`src/hdl/spfsf_pkg.sv`:
```
package spfsf_pkg;

	localparam int STEP_W = 4;

	localparam logic [STEP_W-1:0] ST_IDLE = 4'd0;
	localparam logic [STEP_W-1:0] ST_B0   = 4'd1;
	localparam logic [STEP_W-1:0] ST_B1   = 4'd2;
	localparam logic [STEP_W-1:0] ST_B2   = 4'd3;
	localparam logic [STEP_W-1:0] ST_B3   = 4'd4;
	localparam logic [STEP_W-1:0] ST_B4   = 4'd5;
	localparam logic [STEP_W-1:0] ST_B5   = 4'd6;
	localparam logic [STEP_W-1:0] ST_B6   = 4'd7;
	localparam logic [STEP_W-1:0] ST_B7   = 4'd8;
	localparam logic [STEP_W-1:0] ST_B8   = 4'd9;
	localparam logic [STEP_W-1:0] ST_Q0   = 4'd10;
	localparam logic [STEP_W-1:0] ST_Q1   = 4'd11;
	localparam logic [STEP_W-1:0] ST_Q2   = 4'd12;
	localparam logic [STEP_W-1:0] ST_ERR  = 4'd13;
	localparam logic [STEP_W-1:0] ST_ONE  = 4'd14;

	localparam logic [2:0] M_NONE = 3'd0;
	localparam logic [2:0] M_INIT = 3'd1;
	localparam logic [2:0] M_RD_I = 3'd2;
	localparam logic [2:0] M_RD_J = 3'd3;
	localparam logic [2:0] M_MARK = 3'd4;
	localparam logic [2:0] M_RD_X = 3'd5;

	localparam logic [2:0] DP_NOP    = 3'd0;
	localparam logic [2:0] DP_INIT   = 3'd1;
	localparam logic [2:0] DP_J_INC  = 3'd2;
	localparam logic [2:0] DP_J_SQ   = 3'd3;
	localparam logic [2:0] DP_J_STEP = 3'd4;
	localparam logic [2:0] DP_I_NEXT = 3'd5;
	localparam logic [2:0] DP_X_COF  = 3'd6;
	localparam logic [2:0] DP_BUILT  = 3'd7;

	localparam logic [2:0] O_NONE = 3'd0;
	localparam logic [2:0] O_DONE = 3'd1;
	localparam logic [2:0] O_FACT = 3'd2;
	localparam logic [2:0] O_ERR  = 3'd3;
	localparam logic [2:0] O_ONE  = 3'd4;

	localparam logic [2:0] C_NEXT      = 3'd0;
	localparam logic [2:0] C_ALWAYS    = 3'd1;
	localparam logic [2:0] C_J_MORE    = 3'd2;
	localparam logic [2:0] C_SQ_OUT    = 3'd3;
	localparam logic [2:0] C_NOT_PRIME = 3'd4;
	localparam logic [2:0] C_J_IN      = 3'd5;
	localparam logic [2:0] C_SQ_IN     = 3'd6;
	localparam logic [2:0] C_COF_MORE  = 3'd7;

	typedef struct packed {
		logic [2:0]        mem_op;
		logic [2:0]        dp_op;
		logic [2:0]        out_op;
		logic [2:0]        cond;
		logic [STEP_W-1:0] target;
	} ucode_t;

	typedef struct packed {
		logic j_more;
		logic sq_out;
		logic not_prime;
		logic j_in;
		logic sq_in;
		logic cof_more;
	} status_t;

	function automatic ucode_t ucode_rom(input logic [STEP_W-1:0] addr);
		ucode_t w;
		begin
			w = '{M_NONE, DP_NOP, O_NONE, C_NEXT, ST_IDLE};
			unique case (addr)
				ST_IDLE: w = '{M_NONE, DP_NOP,    O_NONE, C_NEXT,      ST_IDLE};
				ST_B0:   w = '{M_NONE, DP_INIT,   O_NONE, C_NEXT,      ST_IDLE};
				ST_B1:   w = '{M_INIT, DP_J_INC,  O_NONE, C_J_MORE,    ST_B1};
				ST_B2:   w = '{M_NONE, DP_NOP,    O_NONE, C_SQ_OUT,    ST_B8};
				ST_B3:   w = '{M_RD_I, DP_NOP,    O_NONE, C_NEXT,      ST_IDLE};
				ST_B4:   w = '{M_NONE, DP_J_SQ,   O_NONE, C_NOT_PRIME, ST_B7};
				ST_B5:   w = '{M_RD_J, DP_NOP,    O_NONE, C_NEXT,      ST_IDLE};
				ST_B6:   w = '{M_MARK, DP_J_STEP, O_NONE, C_J_IN,      ST_B5};
				ST_B7:   w = '{M_NONE, DP_I_NEXT, O_NONE, C_SQ_IN,     ST_B3};
				ST_B8:   w = '{M_NONE, DP_BUILT,  O_DONE, C_ALWAYS,    ST_IDLE};
				ST_Q0:   w = '{M_RD_X, DP_NOP,    O_NONE, C_NEXT,      ST_IDLE};
				ST_Q1:   w = '{M_NONE, DP_X_COF,  O_FACT, C_COF_MORE,  ST_Q0};
				ST_Q2:   w = '{M_NONE, DP_NOP,    O_NONE, C_ALWAYS,    ST_IDLE};
				ST_ERR:  w = '{M_NONE, DP_NOP,    O_ERR,  C_ALWAYS,    ST_IDLE};
				ST_ONE:  w = '{M_NONE, DP_NOP,    O_ONE,  C_ALWAYS,    ST_IDLE};
				default: w = '{M_NONE, DP_NOP,    O_NONE, C_ALWAYS,    ST_IDLE};
			endcase
			return w;
		end
	endfunction

endpackage

```
`src/hdl/spfsf_useq.sv`:
```
module spfsf_useq (
	input  logic                         clk,
	input  logic                         arst_n,
	input  logic                         start,
	input  logic [spfsf_pkg::STEP_W-1:0] entry,
	input  spfsf_pkg::status_t           status,
	output spfsf_pkg::ucode_t            uword,
	output logic                         busy
);

	logic [spfsf_pkg::STEP_W-1:0] step_q;
	logic                         take;

	assign uword = spfsf_pkg::ucode_rom(step_q);
	assign busy  = (step_q != spfsf_pkg::ST_IDLE);

	always_comb begin
		unique case (uword.cond)
			spfsf_pkg::C_NEXT:      take = 1'b0;
			spfsf_pkg::C_ALWAYS:    take = 1'b1;
			spfsf_pkg::C_J_MORE:    take = status.j_more;
			spfsf_pkg::C_SQ_OUT:    take = status.sq_out;
			spfsf_pkg::C_NOT_PRIME: take = status.not_prime;
			spfsf_pkg::C_J_IN:      take = status.j_in;
			spfsf_pkg::C_SQ_IN:     take = status.sq_in;
			spfsf_pkg::C_COF_MORE:  take = status.cof_more;
			default:                take = 1'b0;
		endcase
	end

	always_ff @(posedge clk or negedge arst_n) begin
		if (!arst_n) begin
			step_q <= spfsf_pkg::ST_IDLE;
		end else if (step_q == spfsf_pkg::ST_IDLE) begin
			if (start) begin
				step_q <= entry;
			end
		end else if (take) begin
			step_q <= uword.target;
		end else begin
			step_q <= step_q + spfsf_pkg::STEP_W'(1);
		end
	end

endmodule

```
`config.mk`:
```
export PLATFORM = sky130hd
export DESIGN_NAME = spfsf_useq
export DESIGN_NICKNAME = d
export VERILOG_FILES = /design/src/hdl/spfsf_pkg.sv /design/src/hdl/spfsf_useq.sv
export SDC_FILE = /design/constraint.sdc
export NUM_CORES = 1
export LEC_CHECK = 0
export BUFFER_PORTS_ARGS = -buffer_cell sky130_fd_sc_hd__buf_2
export CAP_MARGIN = 20
export CORE_MARGIN = 2
export CORE_UTILIZATION = 35
export CTS_CLUSTER_DIAMETER = 30
export DETAILED_ROUTE_END_ITERATION = 12
export HOLD_SLACK_MARGIN = 0.15
export PLACE_DENSITY = 0.59
export SLEW_MARGIN = 30
export SYNTH_ARGS = -nofsm -noshare
export SYNTH_HDL_FRONTEND = slang
export SYNTH_SLANG_ARGS = --single-unit
```
`constraint.sdc`:
```
create_clock -name clk -period 6.5 [get_ports clk]
set_input_delay 0.325 -clock clk [delete_from_list [all_inputs] [get_ports clk]]
set_output_delay 0.325 -clock clk [all_outputs]
set_load 0.03 [all_outputs]
```
==> out/metrics.yaml <==
placement:
  port_buffers: 29
  pre_cts_ws_ns: 3.93
  dpl.hpwl_um: 1320
  gp_congestion: 0.786
cts:
  path_clk_slew_ns: 0.04
  cts_sinks: 4
  post_cts_buffers: 0
  clockBufferDepth: 2
  cts-buffers-inserted: 3
  cts_tree: "built"
  insertion_delay_ns: 0.24
  root_buffer: "clkbuf_4"
  htreeDepth: 1
yosys:
  synthDominantCellAreaShare: 0.154
  synth_area_leaders: "dfrtp_1, ha_1, nand2_1"
  synth_nets: 101
  synthesis.area_sq_um: 651
  synth-seq-cells: 4
  synth_top_area_cell: "dfrtp_1"
  synth_cell_types: 37
  ys_warn_count: 0
  async_flop_share: 1.00
  synth_edf_count: 0
  avgSynthCellArea_sq_um: 8.13
  synth-main-ff-cell: "dfrtp_1"
  seq_area_frac_synth: 0.154
  postSynthCellCount: 80
sta:
  holdWs_ns: 0.417
  finalClockSkew_ns: 0.00626
  drv_slew: 0
  setup_violations: 0
  slew_headroom: 0.594
  hold_viol_final: 0
  setup_ws_ns: 3.90
  rsz0062_at_grt: "no"
  finalCritPeriodShare: 0.400
  setup_tns_ns: 0
  worst_pin_slew_ns: 0.609
  timing.fmax_ghz: 0.384
  fin_crit_ns: 2.60
worst_setup_path:
  critical_path_peak_fanout: 9
  crit_buf_inv: 1
  slowest_stage: "dfrtp_1"
  crit_required_ns: 6.62
  start_kind: "flop"
  worstPathArrival_ns: 2.73
  slowest_delay_ns: 0.49
  cp_cell_sequence: "inv_1, ha_1, and2_4, nor3_1, o22ai_1, a21boi_2, nand2_1, a311o_1"
  critical-path-top-delay-family: "compound AO/OA/AOI/OAI gates"
  reg2reg_slack_ns: 3.90
  path_class: "reg -> reg"
  critPathCaptureType: "flop"
floorplan:
  die_h_um: 47.1
  dieArea_sq_um: 2220
  initial_core_util: 0.373
  coreArea_sq_um: 1750
  chipWidth_um: 47.1
  ios: 30
  rows: 15
grt:
  gr-usage-met1: 0.210
  grt_pass1_wl_um: 2610
  first_global_vias: 633
  use_met3: 0.0423
  grt_util_met2: 0.260
  grt.busiest_layer: "met2"
  grt_overflow: 0
  grt_use_total: 0.168
  grt_max_degree: 19
  antenna_found_initial: 0
final_layout:
  drive_gt1_frac: 0.373
  largest_reg_flops: 4
  final_common_cell: "buf_2"
  area_growth_pct: 29.2
  n_fill_cell: 178
  mostFrequentLayoutCells: "buf_2, ha_1, nand2_1, nor2_1, a21oi_1"
  antenna-diode-count: 0
  regMostFlops: "step_q"
  final_nets: 133
  top_regs: "step_q x4"
route:
  wl_um: 1730
  postRouteAntennaNets: 0
  drc: 0
  drt-pass1-iter-count: 4
  wl_per_cell_um: 12.8
  first_iter_violations: 13
  vias_per_cell: 5.36
  vias: 723
flow_run:
  maxCapViolations: 0
hold_path:
  worstHoldPathType: "in -> async"
run_status:
  status: "finished clean"
==> final timing paths <==
kind | start | end | cells after the start
max | step_q[0]$_DFFE_PN0P_ | step_q[3]$_DFFE_PN0P_ | 8
min | arst_n | step_q[3]$_DFFE_PN0P_ | 2
max reg2reg | step_q[0]$_DFFE_PN0P_ | step_q[3]$_DFFE_PN0P_ | 8
min reg2reg | step_q[1]$_DFFE_PN0P_ | step_q[1]$_DFFE_PN0P_ | 2
max in group asynchronous | arst_n | step_q[2]$_DFFE_PN0P_ | 2
min in group clk | entry[1] | step_q[1]$_DFFE_PN0P_ | 3
==> layer usage <==
layer / up-vias / wire length [um]
li1: 360 / -
met1: 331 / 842
met2: 25 / 762
met3: 7 / 76
met4: 0 / 51
met5: - / 0
==> cell type report <==
| cell class | instances | area (sq um) | share of cell area |
|---|---|---|---|
| flip-flops and latches | 4 | 100 | 0.119 |
| repair buffers | 30 | 155 | 0.185 |
| inverters | 6 | 22.5 | 0.0268 |
| clock buffers | 3 | 22.5 | 0.0268 |
| multi-input cells | 67 | 509 | 0.606 |
| well taps | 25 | 31.3 | 0.0372 |
==> what timing repair did <==
action | CTS | global route
hold buffers | 1 | 0
resized for setup | 0 | 0
endpoints found under the hold margin | 4 | 0
==> cell usage after synthesis (all sizes together) (2+ instances only) <==
library cell  number
a21boi             3
o21ai              3
clkbuf             2
a21oi              5
and2               3
nor2b              2
ha                 8
and3               4
nor2               6
nor3               2
dfrtp              4
o31ai              4
inv                6
a31oi              3
nand2              7
nand3              3
==> cell families after synthesis <==
group | Yosys count | share of synthesized area
simple gates | 31 | 0.258
buf+inv | 9 | 0.0635
compound gates | 25 | 0.325
xor+xnor | 1 | 0.0135
flops | 4 | 0.154
fa+ha+maj | 8 | 0.154
mux | 2 | 0.0327
==> metrics by stage <==
| stage | utilization | std cells | area (sq um) |
|---|---|---|---|
| after global placement | 0.463 | 131 | 808 |
| after detailed placement | 0.463 | 131 | 808 |
| after floorplan | - | 80 | 651 |
| after global routing | 0.482 | 135 | 841 |
| after CTS | 0.482 | 135 | 841 |
| final | 0.482 | 135 | 841 |
Power is left out: the tool's default activity adds up to more than one toggle a clock period on the data nets, which glitch-free logic cannot reach.
